===== config.mk =====
export PLATFORM = sky130hd
export DESIGN_NAME = time_of_day_palette_tint
export DESIGN_NICKNAME = d
export VERILOG_FILES = /design/src/rtl/core/todpt_pkg.sv /design/src/rtl/core/todpt_seg.sv /design/src/rtl/core/todpt_lerp.sv /design/src/rtl/core/todpt_tone.sv /design/src/rtl/core/time_of_day_palette_tint.sv
export SDC_FILE = /design/constraint.sdc
export NUM_CORES = 2
export LEC_CHECK = 0
export BUFFER_PORTS_ARGS = -buffer_cell sky130_fd_sc_hd__buf_2
export CAP_MARGIN = 0
export CORE_ASPECT_RATIO = 1.75
export CORE_MARGIN = 1.5
export CORE_UTILIZATION = 40
export CTS_BUF_LIST = sky130_fd_sc_hd__clkbuf_4 sky130_fd_sc_hd__clkbuf_8
export CTS_CLUSTER_DIAMETER = 100
export DETAILED_ROUTE_END_ITERATION = 6
export PLACE_DENSITY_LB_ADDON = 0.3
export SYNTH_ARGS = -nofsm -noshare
export SYNTH_HDL_FRONTEND = slang
export SYNTH_SLANG_ARGS = --single-unit

===== constraint.sdc =====
create_clock -name clk -period 19.2 [get_ports clk]
set_input_delay 0.96 -clock clk [delete_from_list [all_inputs] [get_ports clk]]
set_output_delay 0.96 -clock clk [all_outputs]
set_load 0.05 [all_outputs]

===== src/rtl/core/todpt_pkg.sv =====
// ----------------------------------------------------------------------------
// todpt_pkg: shared types and constants for the time-of-day palette tint
// Keyframe table, tint constants, reciprocal multipliers and pipeline records.
// ----------------------------------------------------------------------------
package todpt_pkg;

  localparam int KEY_COUNT  = 6;
  localparam int CFG_IDX_W  = 4;
  localparam int CFG_DATA_W = 11;

  typedef logic [4:0]  chan_t;
  typedef logic [10:0] minute_t;
  typedef logic [2:0]  key_idx_t;
  typedef logic [6:0]  frac_t;
  typedef logic [11:0] span_t;

  // last member sits in the low bits: red 4:0, green 9:5, blue 14:10
  typedef struct packed {
    chan_t b;
    chan_t g;
    chan_t r;
  } rgb_t;

  typedef enum logic [1:0] {
    TC_DAWN  = 2'd0,
    TC_DAY   = 2'd1,
    TC_DUSK  = 2'd2,
    TC_NIGHT = 2'd3
  } tcode_t;

  localparam logic [CFG_IDX_W-1:0] REG_MINUTE  = 4'd0;
  localparam logic [CFG_IDX_W-1:0] REG_TINT_EN = 4'd1;
  localparam logic [CFG_IDX_W-1:0] REG_CAVE    = 4'd2;
  localparam logic [CFG_IDX_W-1:0] REG_BATTLE  = 4'd3;

  localparam rgb_t  CAVE_TINT  = '{b: 5'd22, g: 5'd16, r: 5'd18};
  localparam rgb_t  WHITE_TINT = '{b: 5'd31, g: 5'd31, r: 5'd31};
  localparam frac_t LERP_FULL  = 7'd100;

  // floor(n / span) for n = offset * 100, done as (offset*5) * magic >> 16
  localparam int SEG_SHIFT = 16;
  // floor(x / 100) = x * 2622 >> 18, exact for x below 4096
  localparam logic [11:0] RECIP_100 = 12'd2622;
  localparam int          R100_SHIFT = 18;
  // floor(x / 31) = x * 2115 >> 16, exact for x below 1024
  localparam logic [11:0] RECIP_31 = 12'd2115;
  localparam int          R31_SHIFT = 16;

  typedef struct packed {
    logic tint_en;
    logic cave;
    logic battle;
  } mode_t;

  typedef struct packed {
    rgb_t     colour;
    logic     last;
    mode_t    mode;
    key_idx_t ka;
    key_idx_t kb;
    span_t    span_n;
  } seg_item_t;

  typedef struct packed {
    rgb_t   colour;
    logic   last;
    logic   tint_en;
    tcode_t code;
    rgb_t   tone;
  } tone_item_t;

  function automatic minute_t key_time(key_idx_t i);
    case (i)
      3'd0:    key_time = 11'd300;
      3'd1:    key_time = 11'd360;
      3'd2:    key_time = 11'd480;
      3'd3:    key_time = 11'd1140;
      3'd4:    key_time = 11'd1260;
      default: key_time = 11'd1380;
    endcase
  endfunction

  function automatic rgb_t key_rgb(key_idx_t i);
    case (i)
      3'd1:       key_rgb = '{b: 5'd12, g: 5'd19, r: 5'd31};
      3'd2, 3'd3: key_rgb = WHITE_TINT;
      3'd4:       key_rgb = '{b: 5'd16, g: 5'd16, r: 5'd31};
      default:    key_rgb = '{b: 5'd21, g: 5'd15, r: 5'd9};
    endcase
  endfunction

  function automatic tcode_t key_code(key_idx_t i);
    case (i)
      3'd1:       key_code = TC_DAWN;
      3'd2, 3'd3: key_code = TC_DAY;
      3'd4:       key_code = TC_DUSK;
      default:    key_code = TC_NIGHT;
    endcase
  endfunction

  // reciprocal of span/20 for the segment that starts at key i
  function automatic logic [14:0] seg_magic(key_idx_t i);
    case (i)
      3'd0:       seg_magic = 15'd21846;
      3'd1, 3'd3,
      3'd4:       seg_magic = 15'd10923;
      3'd2:       seg_magic = 15'd1986;
      default:    seg_magic = 15'd0;
    endcase
  endfunction

endpackage


===== src/rtl/core/todpt_seg.sv =====
// ----------------------------------------------------------------------------
// todpt_seg: keyframe segment lookup stage
// Finds the keyframe pair around the minute and the scaled offset into it.
// ----------------------------------------------------------------------------
module todpt_seg (
  input  logic                clk,
  input  logic                rst_n,
  input  logic                in_valid,
  output logic                in_ready,
  input  todpt_pkg::rgb_t     in_colour,
  input  logic                in_last,
  input  todpt_pkg::mode_t    in_mode,
  input  todpt_pkg::minute_t  minute,
  output logic                out_valid,
  input  logic                out_ready,
  output todpt_pkg::seg_item_t out_item
);
  import todpt_pkg::*;

  logic      vld_r;
  logic      vld_nxt;
  seg_item_t item_r;
  seg_item_t item_nxt;
  key_idx_t  ka;
  logic      flat;
  minute_t   offset;

  assign in_ready = !vld_r || out_ready;

  always_comb begin
    ka = '0;
    for (int i = 0; i < KEY_COUNT; i++) begin
      if (minute >= key_time(key_idx_t'(i))) begin
        ka = key_idx_t'(i);
      end
    end
    // before the first key or from the last one on the edge colour holds
    flat   = (minute < key_time('0)) || (ka == key_idx_t'(KEY_COUNT - 1));
    offset = minute - key_time(ka);

    item_nxt.colour = in_colour;
    item_nxt.last   = in_last;
    item_nxt.mode   = in_mode;
    item_nxt.ka     = ka;
    item_nxt.kb     = flat ? ka : ka + 3'd1;
    item_nxt.span_n = flat ? '0 : {offset[9:0], 2'b00} + {2'b00, offset[9:0]};
  end

  always_comb begin
    vld_nxt = in_ready ? in_valid : vld_r;
  end

  always_ff @(posedge clk) begin
    if (!rst_n) begin
      vld_r <= 1'b0;
    end else begin
      vld_r <= vld_nxt;
    end
  end

  always_ff @(posedge clk) begin
    if (in_ready && in_valid) begin
      item_r <= item_nxt;
    end
  end

  assign out_valid = vld_r;
  assign out_item  = item_r;

  a_seg_pair: assert property (@(posedge clk) disable iff (!rst_n)
    vld_r |-> ((item_r.kb == item_r.ka) && (item_r.span_n == '0))
           || (item_r.kb == item_r.ka + 3'd1))
    else $error("keyframe pair out of order");

endmodule


===== src/rtl/core/todpt_lerp.sv =====
// ----------------------------------------------------------------------------
// todpt_lerp: keyframe interpolation pipeline
// Percentage along the segment, weighted channel sums, divide by 100, cave mux.
// ----------------------------------------------------------------------------
module todpt_lerp (
  input  logic                  clk,
  input  logic                  rst_n,
  input  logic                  in_valid,
  output logic                  in_ready,
  input  todpt_pkg::seg_item_t  in_item,
  output logic                  out_valid,
  input  logic                  out_ready,
  output todpt_pkg::tone_item_t out_item
);
  import todpt_pkg::*;

  typedef struct packed {
    rgb_t     colour;
    logic     last;
    mode_t    mode;
    key_idx_t ka;
    key_idx_t kb;
    frac_t    t;
  } frac_item_t;

  typedef struct packed {
    rgb_t        colour;
    logic        last;
    mode_t       mode;
    tcode_t      code;
    logic [11:0] sum_b;
    logic [11:0] sum_g;
    logic [11:0] sum_r;
  } sum_item_t;

  logic       vld_a_r, vld_b_r, vld_c_r;
  logic       vld_a_nxt, vld_b_nxt, vld_c_nxt;
  logic       rdy_a, rdy_b, rdy_c;
  frac_item_t item_a_r, item_a_nxt;
  sum_item_t  item_b_r, item_b_nxt;
  tone_item_t item_c_r, item_c_nxt;
  logic [26:0] t_prod;
  rgb_t       ca, cb, lerp_tone;

  function automatic logic [11:0] lerp_sum(chan_t a, chan_t b, frac_t t);
    logic [11:0] wa;
    logic [11:0] wb;
    wa = 12'(a) * 12'(LERP_FULL - t);
    wb = 12'(b) * 12'(t);
    lerp_sum = wa + wb;
  endfunction

  function automatic chan_t div100(logic [11:0] x);
    logic [23:0] p;
    p = 24'(x) * 24'(RECIP_100);
    div100 = p[R100_SHIFT +: 5];
  endfunction

  assign rdy_c    = !vld_c_r || out_ready;
  assign rdy_b    = !vld_b_r || rdy_c;
  assign rdy_a    = !vld_a_r || rdy_b;
  assign in_ready = rdy_a;

  // stage a: percentage along the segment
  always_comb begin
    t_prod = 27'(in_item.span_n) * 27'(seg_magic(in_item.ka));
    item_a_nxt.colour = in_item.colour;
    item_a_nxt.last   = in_item.last;
    item_a_nxt.mode   = in_item.mode;
    item_a_nxt.ka     = in_item.ka;
    item_a_nxt.kb     = in_item.kb;
    item_a_nxt.t      = t_prod[SEG_SHIFT +: 7];
  end

  // stage b: weighted sums per channel
  always_comb begin
    ca = key_rgb(item_a_r.ka);
    cb = key_rgb(item_a_r.kb);
    item_b_nxt.colour = item_a_r.colour;
    item_b_nxt.last   = item_a_r.last;
    item_b_nxt.mode   = item_a_r.mode;
    item_b_nxt.code   = key_code(item_a_r.ka);
    item_b_nxt.sum_r  = lerp_sum(ca.r, cb.r, item_a_r.t);
    item_b_nxt.sum_g  = lerp_sum(ca.g, cb.g, item_a_r.t);
    item_b_nxt.sum_b  = lerp_sum(ca.b, cb.b, item_a_r.t);
  end

  // stage c: scale back and apply the cave override
  always_comb begin
    lerp_tone.r = div100(item_b_r.sum_r);
    lerp_tone.g = div100(item_b_r.sum_g);
    lerp_tone.b = div100(item_b_r.sum_b);
    item_c_nxt.colour  = item_b_r.colour;
    item_c_nxt.last    = item_b_r.last;
    item_c_nxt.tint_en = item_b_r.mode.tint_en;
    item_c_nxt.code    = item_b_r.code;
    if (item_b_r.mode.cave) begin
      item_c_nxt.tone = item_b_r.mode.battle ? WHITE_TINT : CAVE_TINT;
    end else begin
      item_c_nxt.tone = lerp_tone;
    end
  end

  always_comb begin
    vld_a_nxt = rdy_a ? in_valid : vld_a_r;
    vld_b_nxt = rdy_b ? vld_a_r  : vld_b_r;
    vld_c_nxt = rdy_c ? vld_b_r  : vld_c_r;
  end

  always_ff @(posedge clk) begin
    if (!rst_n) begin
      vld_a_r <= 1'b0;
      vld_b_r <= 1'b0;
      vld_c_r <= 1'b0;
    end else begin
      vld_a_r <= vld_a_nxt;
      vld_b_r <= vld_b_nxt;
      vld_c_r <= vld_c_nxt;
    end
  end

  always_ff @(posedge clk) begin
    if (rdy_a && in_valid) begin
      item_a_r <= item_a_nxt;
    end
    if (rdy_b && vld_a_r) begin
      item_b_r <= item_b_nxt;
    end
    if (rdy_c && vld_b_r) begin
      item_c_r <= item_c_nxt;
    end
  end

  assign out_valid = vld_c_r;
  assign out_item  = item_c_r;

  a_frac_range: assert property (@(posedge clk) disable iff (!rst_n)
    vld_a_r |-> (item_a_r.t < LERP_FULL))
    else $error("segment percentage reached 100");

endmodule


===== src/rtl/core/todpt_tone.sv =====
// ----------------------------------------------------------------------------
// todpt_tone: channel tone stages and output register
// Multiplies each channel by its tone, divides by 31, clamps and bypasses.
// ----------------------------------------------------------------------------
module todpt_tone (
  input  logic                  clk,
  input  logic                  rst_n,
  input  logic                  in_valid,
  output logic                  in_ready,
  input  todpt_pkg::tone_item_t in_item,
  output logic                  out_valid,
  input  logic                  out_ready,
  output todpt_pkg::rgb_t       out_colour,
  output todpt_pkg::tcode_t     out_code,
  output logic                  out_last
);
  import todpt_pkg::*;

  typedef struct packed {
    rgb_t       colour;
    logic       last;
    logic       tint_en;
    tcode_t     code;
    logic [9:0] p_b;
    logic [9:0] p_g;
    logic [9:0] p_r;
  } prod_item_t;

  logic       vld_d_r, vld_e_r;
  logic       vld_d_nxt, vld_e_nxt;
  logic       rdy_d, rdy_e;
  prod_item_t item_d_r, item_d_nxt;
  rgb_t       colour_e_r, colour_e_nxt;
  tcode_t     code_e_r;
  logic       last_e_r;
  rgb_t       q;

  function automatic chan_t div31(logic [9:0] x);
    logic [21:0] p;
    p = 22'(x) * 22'(RECIP_31);
    div31 = (p[R31_SHIFT +: 6] > 6'd31) ? 5'd31 : p[R31_SHIFT +: 5];
  endfunction

  assign rdy_e    = !vld_e_r || out_ready;
  assign rdy_d    = !vld_d_r || rdy_e;
  assign in_ready = rdy_d;

  always_comb begin
    item_d_nxt.colour  = in_item.colour;
    item_d_nxt.last    = in_item.last;
    item_d_nxt.tint_en = in_item.tint_en;
    item_d_nxt.code    = in_item.code;
    item_d_nxt.p_r     = 10'(in_item.colour.r) * 10'(in_item.tone.r);
    item_d_nxt.p_g     = 10'(in_item.colour.g) * 10'(in_item.tone.g);
    item_d_nxt.p_b     = 10'(in_item.colour.b) * 10'(in_item.tone.b);
  end

  always_comb begin
    q.r = div31(item_d_r.p_r);
    q.g = div31(item_d_r.p_g);
    q.b = div31(item_d_r.p_b);
    colour_e_nxt = item_d_r.tint_en ? q : item_d_r.colour;
  end

  always_comb begin
    vld_d_nxt = rdy_d ? in_valid : vld_d_r;
    vld_e_nxt = rdy_e ? vld_d_r  : vld_e_r;
  end

  always_ff @(posedge clk) begin
    if (!rst_n) begin
      vld_d_r <= 1'b0;
      vld_e_r <= 1'b0;
    end else begin
      vld_d_r <= vld_d_nxt;
      vld_e_r <= vld_e_nxt;
    end
  end

  always_ff @(posedge clk) begin
    if (rdy_d && in_valid) begin
      item_d_r <= item_d_nxt;
    end
    if (rdy_e && vld_d_r) begin
      colour_e_r <= colour_e_nxt;
      code_e_r   <= item_d_r.code;
      last_e_r   <= item_d_r.last;
    end
  end

  assign out_valid  = vld_e_r;
  assign out_colour = colour_e_r;
  assign out_code   = code_e_r;
  assign out_last   = last_e_r;

  // a tone never brightens a channel
  a_no_gain: assert property (@(posedge clk) disable iff (!rst_n)
    vld_d_r |-> (q.r <= item_d_r.colour.r) && (q.g <= item_d_r.colour.g)
             && (q.b <= item_d_r.colour.b))
    else $error("tinted channel above source channel");

endmodule


===== src/rtl/core/time_of_day_palette_tint.sv =====
// ----------------------------------------------------------------------------
// time_of_day_palette_tint: RGB555 palette tint by time of day
// Keyframe lerp of the tint from the minute register, cave override, per
// channel tone scaling, with a bypass when tinting is off.
// ----------------------------------------------------------------------------
// pipeline: six register stages, seg, lerp a, b and c, tone d and e, with
//   out_* driven by the tone e register
// throughput: one colour per cycle unless out_tready stalls; every stage has
//   its own valid bit and fills bubbles while the output register waits on out_tready
// reset: pipeline empties, minute 0, tint on, cave and battle off
// config port always ready; writes to index 4 and up are dropped
module time_of_day_palette_tint (
  input  logic                               clk,
  input  logic                               rst_n,
  input  logic                               in_tvalid,
  output logic                               in_tready,
  input  logic [15:0]                        in_tdata,   // colour_in[14:0], zero pad
  input  logic                               in_tlast,
  output logic                               out_tvalid,
  input  logic                               out_tready,
  output logic [23:0]                        out_tdata,  // colour_out[14:0], time_code[16:15]
  output logic                               out_tlast,
  input  logic                               cfg_valid,
  output logic                               cfg_ready,
  input  logic [todpt_pkg::CFG_IDX_W-1:0]    cfg_index,
  input  logic [todpt_pkg::CFG_DATA_W-1:0]   cfg_data
);
  import todpt_pkg::*;

  minute_t    minute_r, minute_nxt;
  logic       tint_en_r, tint_en_nxt;
  logic       cave_r, cave_nxt;
  logic       battle_r, battle_nxt;
  mode_t      mode;
  logic       seg_valid, seg_ready;
  seg_item_t  seg_item;
  logic       lerp_valid, lerp_ready;
  tone_item_t lerp_item;
  rgb_t       res_colour;
  tcode_t     res_code;
  logic       res_last;

  assign cfg_ready = 1'b1;

  always_comb begin
    minute_nxt  = minute_r;
    tint_en_nxt = tint_en_r;
    cave_nxt    = cave_r;
    battle_nxt  = battle_r;
    if (cfg_valid) begin
      case (cfg_index)
        REG_MINUTE:  minute_nxt  = cfg_data;
        REG_TINT_EN: tint_en_nxt = cfg_data[0];
        REG_CAVE:    cave_nxt    = cfg_data[0];
        REG_BATTLE:  battle_nxt  = cfg_data[0];
        default: ;
      endcase
    end
  end

  always_ff @(posedge clk) begin
    if (!rst_n) begin
      minute_r  <= '0;
      tint_en_r <= 1'b1;
      cave_r    <= 1'b0;
      battle_r  <= 1'b0;
    end else begin
      minute_r  <= minute_nxt;
      tint_en_r <= tint_en_nxt;
      cave_r    <= cave_nxt;
      battle_r  <= battle_nxt;
    end
  end

  assign mode = '{tint_en: tint_en_r, cave: cave_r, battle: battle_r};

  todpt_seg u_seg (
    .clk       (clk),
    .rst_n     (rst_n),
    .in_valid  (in_tvalid),
    .in_ready  (in_tready),
    .in_colour (rgb_t'(in_tdata[14:0])),
    .in_last   (in_tlast),
    .in_mode   (mode),
    .minute    (minute_r),
    .out_valid (seg_valid),
    .out_ready (seg_ready),
    .out_item  (seg_item)
  );

  todpt_lerp u_lerp (
    .clk       (clk),
    .rst_n     (rst_n),
    .in_valid  (seg_valid),
    .in_ready  (seg_ready),
    .in_item   (seg_item),
    .out_valid (lerp_valid),
    .out_ready (lerp_ready),
    .out_item  (lerp_item)
  );

  todpt_tone u_tone (
    .clk        (clk),
    .rst_n      (rst_n),
    .in_valid   (lerp_valid),
    .in_ready   (lerp_ready),
    .in_item    (lerp_item),
    .out_valid  (out_tvalid),
    .out_ready  (out_tready),
    .out_colour (res_colour),
    .out_code   (res_code),
    .out_last   (res_last)
  );

  assign out_tdata = {7'd0, res_code, res_colour};
  assign out_tlast = res_last;

  // with the output register empty nothing upstream can hold back a transaction
  a_empty_out_ready: assert property (@(posedge clk) disable iff (!rst_n)
    !out_tvalid |-> in_tready)
    else $error("input stalled with output register empty");

endmodule

==> qor.csv <==
stage,metric,value,unit
logic_synthesis,syn_avg_cell_area,10.9,um2
critical_path,required,19.58,ns
timing,hold_viol,0,
clock_tree,clk_pin_slew,0.07,ns
outcome,status,completed,
floorplanning,dieArea,0.0808,mm2
clock_tree,cts_buffers,45,
logic_synthesis,yosys.area_share.simple,7.67,%
finish,nFillCells,7542,
finish,layout.nets,4067,
critical_path,path_class,reg -> reg,
logic_synthesis,synth_edf_count,226,
logic_synthesis,ys.flop_type,edfxtp_1,
detailed_routing,drtAntennaViolNets,0,
clock_tree,cts_hold_buf,0,
run,drv_cap,0,
floorplanning,die_x,216,um
detailed_routing,wire_per_inst,16.0,um
worst_hold_path,min_path_type,reg -> reg,
detailed_routing,drt_iter0_markers,522,
clock_tree,cts.path.max_buffers,3,
timing,hold_ws,0.404,ns
detailed_routing,top_layer_used,met4,
global_route,gr-usage-all-layers,17.0,%
floorplanning,pin_count,65,
logic_synthesis,synth.distinct_cells,72,
timing,skew,0.0489,ns
detailed_routing,drt-total-wl,65.0,mm
clock_tree,cts_resized,0,
timing,rsz0062_at_grt,false,
logic_synthesis,syn_inst,2896,
global_route,grt_pass1_vias,22300,
global_route,grt_max_degree,57,
clock_tree,clock_latency,0.63,ns
finish,syn_to_final_growth,8.00,%
timing,timing.fmax,133,MHz
timing,fin_crit,7.50,ns
timing,setup_viol,0,
logic_synthesis,synth_top_family_by_area,adder cells,
finish,layout.area.seq,0.00719,mm2
global_route,grt_pass1_wl,108,mm
floorplanning,die_y,375,um
placed_design,hpwlAfterDp,56.4,mm
clock_tree,cts_tree,yes,
placed_design,numPortBuffers,55,
finish,drive_gt1_share,5.86,%
detailed_routing,route.vias.total,19800,
timing,fin_tns_setup,0,ns
logic_synthesis,ys_seq_elements,246,
logic_synthesis,synth_adder_area_share,51.7,%
timing,finalCritPeriodShare,39.1,%
logic_synthesis,yosysSeqAreaShare,22.7,%
detailed_routing,drc_errors,0,
clock_tree,cts_root_buffer,clkbuf_8,
timing,slew_viol_final,0,
detailed_routing,met1_length,21.8,mm
clock_tree,h-tree-depth,2,
global_route,antenna_found_initial,1,
logic_synthesis,syn_area,0.0316,mm2
clock_tree,cts.sinks,246,
floorplanning,fp-row-count,136,
floorplanning,start_util,40.3,%
logic_synthesis,synth_compound_area_share,5.35,%
critical_path,crit_arrival,7.88,ns
detailed_routing,viasPerCell,4.89,
logic_synthesis,synth-xor-area-share,3.37,%
floorplanning,core,0.0784,mm2
clock_tree,post_cts_buffers,0,
finish,fin_area,0.0341,mm2
finish,post-route-util,43.5,%
logic_synthesis,async_reset_ff_share,0,%
placed_design,placedInstanceArea,0.0332,mm2
critical_path,crit_path_end_kind,flop,
detailed_routing,met3WireLength,1.47,mm
global_route,gr-total-overflow,0,
logic_synthesis,yosysWarnings,0,
detailed_routing,wl_met2,37.6,mm
logic_synthesis,synthMuxAreaShare,0.586,%
critical_path,cp_max_fo,9,
timing,relSlewSlack,30.6,%
finish,multiInputGateArea,0.0218,mm2
timing,worst_pin_slew,1.03,ns
detailed_routing,drt_first_pass_iters,5,
critical_path,startpoint_type,flop,
placed_design,place_congestion,0.931,
[worst paths after layout]
check | start | to | slack (ns) | depth (start not counted)
setup reg to reg | u_lerp.item_a_r[0] | u_lerp.item_b_r[23] | 11.70 | 20
hold / removal | u_lerp.out_item[16] | u_tone.item_d_r[31] | 0.40 | 0
setup / recovery | u_lerp.item_a_r[0] | u_lerp.item_b_r[23] | 11.70 | 20
hold reg to reg | u_lerp.out_item[16] | u_tone.item_d_r[31] | 0.40 | 0
[synthesized netlist by cell type, types with 6 or more instances]
| cell | n | share of area, % |
|---|---|---|
| a211oi_1 | 11 | 0.26 |
| a21o_1 | 25 | 0.59 |
| a21oi_1 | 84 | 1.3 |
| a31oi_1 | 12 | 0.24 |
| and2_1 | 71 | 1.4 |
| and3_1 | 11 | 0.22 |
| buf_4 | 9 | 0.21 |
| clkbuf_1 | 19 | 0.23 |
| dfxtp_1 | 20 | 1.3 |
| edfxtp_1 | 226 | 21 |
| fa_1 | 434 | 27 |
| ha_1 | 611 | 24 |
| inv_1 | 683 | 8.1 |
| mux2i_1 | 14 | 0.44 |
| nand2_1 | 136 | 1.6 |
| nand2b_1 | 12 | 0.24 |
| nand3_1 | 26 | 0.41 |
| nand4_1 | 16 | 0.32 |
| nor2_1 | 107 | 1.3 |
| nor2b_1 | 31 | 0.61 |
| nor3_1 | 33 | 0.52 |
| o211ai_1 | 8 | 0.19 |
| o21a_1 | 12 | 0.28 |
| o21ai_0 | 56 | 0.89 |
| o21bai_1 | 11 | 0.26 |
| o31ai_1 | 6 | 0.14 |
| or2_2 | 11 | 0.22 |
| xnor2_1 | 87 | 2.4 |
| xor2_1 | 32 | 0.89 |
[metal layers]
metal	vias to the layer above	track usage, %
met5	-	0
met1	9800	15.7
met3	188	1.75
met4	0	9.87
li1	9551	-
met2	306	35.1
[state kept, by name (all words and copies together), names as in the netlist, 2 cells and up]
| name | count |
|---|---|
| minute_r | 11 |
| u_lerp.item_b_r | 56 |
| u_tone.out_code | 2 |
| u_lerp.item_a_r | 32 |
| u_seg.out_item | 37 |
| u_tone.out_colour | 15 |
| u_tone.item_d_r | 49 |
| u_lerp.out_item | 34 |
[cells in the final DEF (no fill, tap or decap), drive strengths merged, types with 12 or more instances in the layout]
master	n
a21o	25
edfxtp	226
clkbuf	52
nand2	136
mux2i	14
a31oi	13
ha	611
inv	685
nand4	16
and3	12
o21a	12
nor2	107
nand3	26
xor2	32
clkinv	20
a21oi	84
nor3	33
dfxtp	20
and2	74
xnor2	87
buf	67
o21ai	58
nand2b	12
nor2b	31
fa	434
[final cells by class]
cell class | instances | area share [%]
clock buffers | 52 | 1.97
flip-flops and latches | 246 | 21.0
inverters | 684 | 7.52
multi-input cells | 1941 | 63.8
clock inverters | 30 | 0.773
diodes | 1 | 0.00733
well taps | 1035 | 3.79
repair buffers | 67 | 1.07
[worst max-delay path, stage by stage, from the launching register on]
cell and delay (ns):
edfxtp_1 0.62, clkinv_1 0.42, ha_1 0.37, xor2_1 0.49, inv_1 0.33, nor2_1 0.56
fa_1 0.54, fa_1 0.51, inv_1 0.05, fa_1 0.54, fa_1 0.43, fa_1 0.51
inv_1 0.04, ha_1 0.31, a21o_1 0.20, a21oi_1 0.23, nor2b_1 0.08, o21a_1 0.19
o41ai_1 0.45, o21ai_0 0.21, xnor2_1 0.16
[metrics by stage]
| step | std cells | setup WS, ns |
|---|---|---|
| 6_report | 4056 | 11.70 |
| 4_1_cts | 4055 | 11.63 |
| 3_5_place_dp | 3973 | 11.62 |
| 3_3_place_gp | 3973 | 11.72 |
| 5_1_grt | 4056 | 11.46 |
| 2_1_floorplan | 2902 | 13.02 |
[logic make-up after synthesis]
group                    after synthesis
AO/OA/AOI/OAI                        262
XOR/XNOR                             120
adder cells (fa/ha/maj)             1045
buffers and inverters                715
flip-flops                           246
multiplexers                          18
other                                  2
AND/OR/NAND/NOR                      488
Power is not shown: default switching activity piles up to over one toggle a cycle in this logic, so the estimate is an artifact.
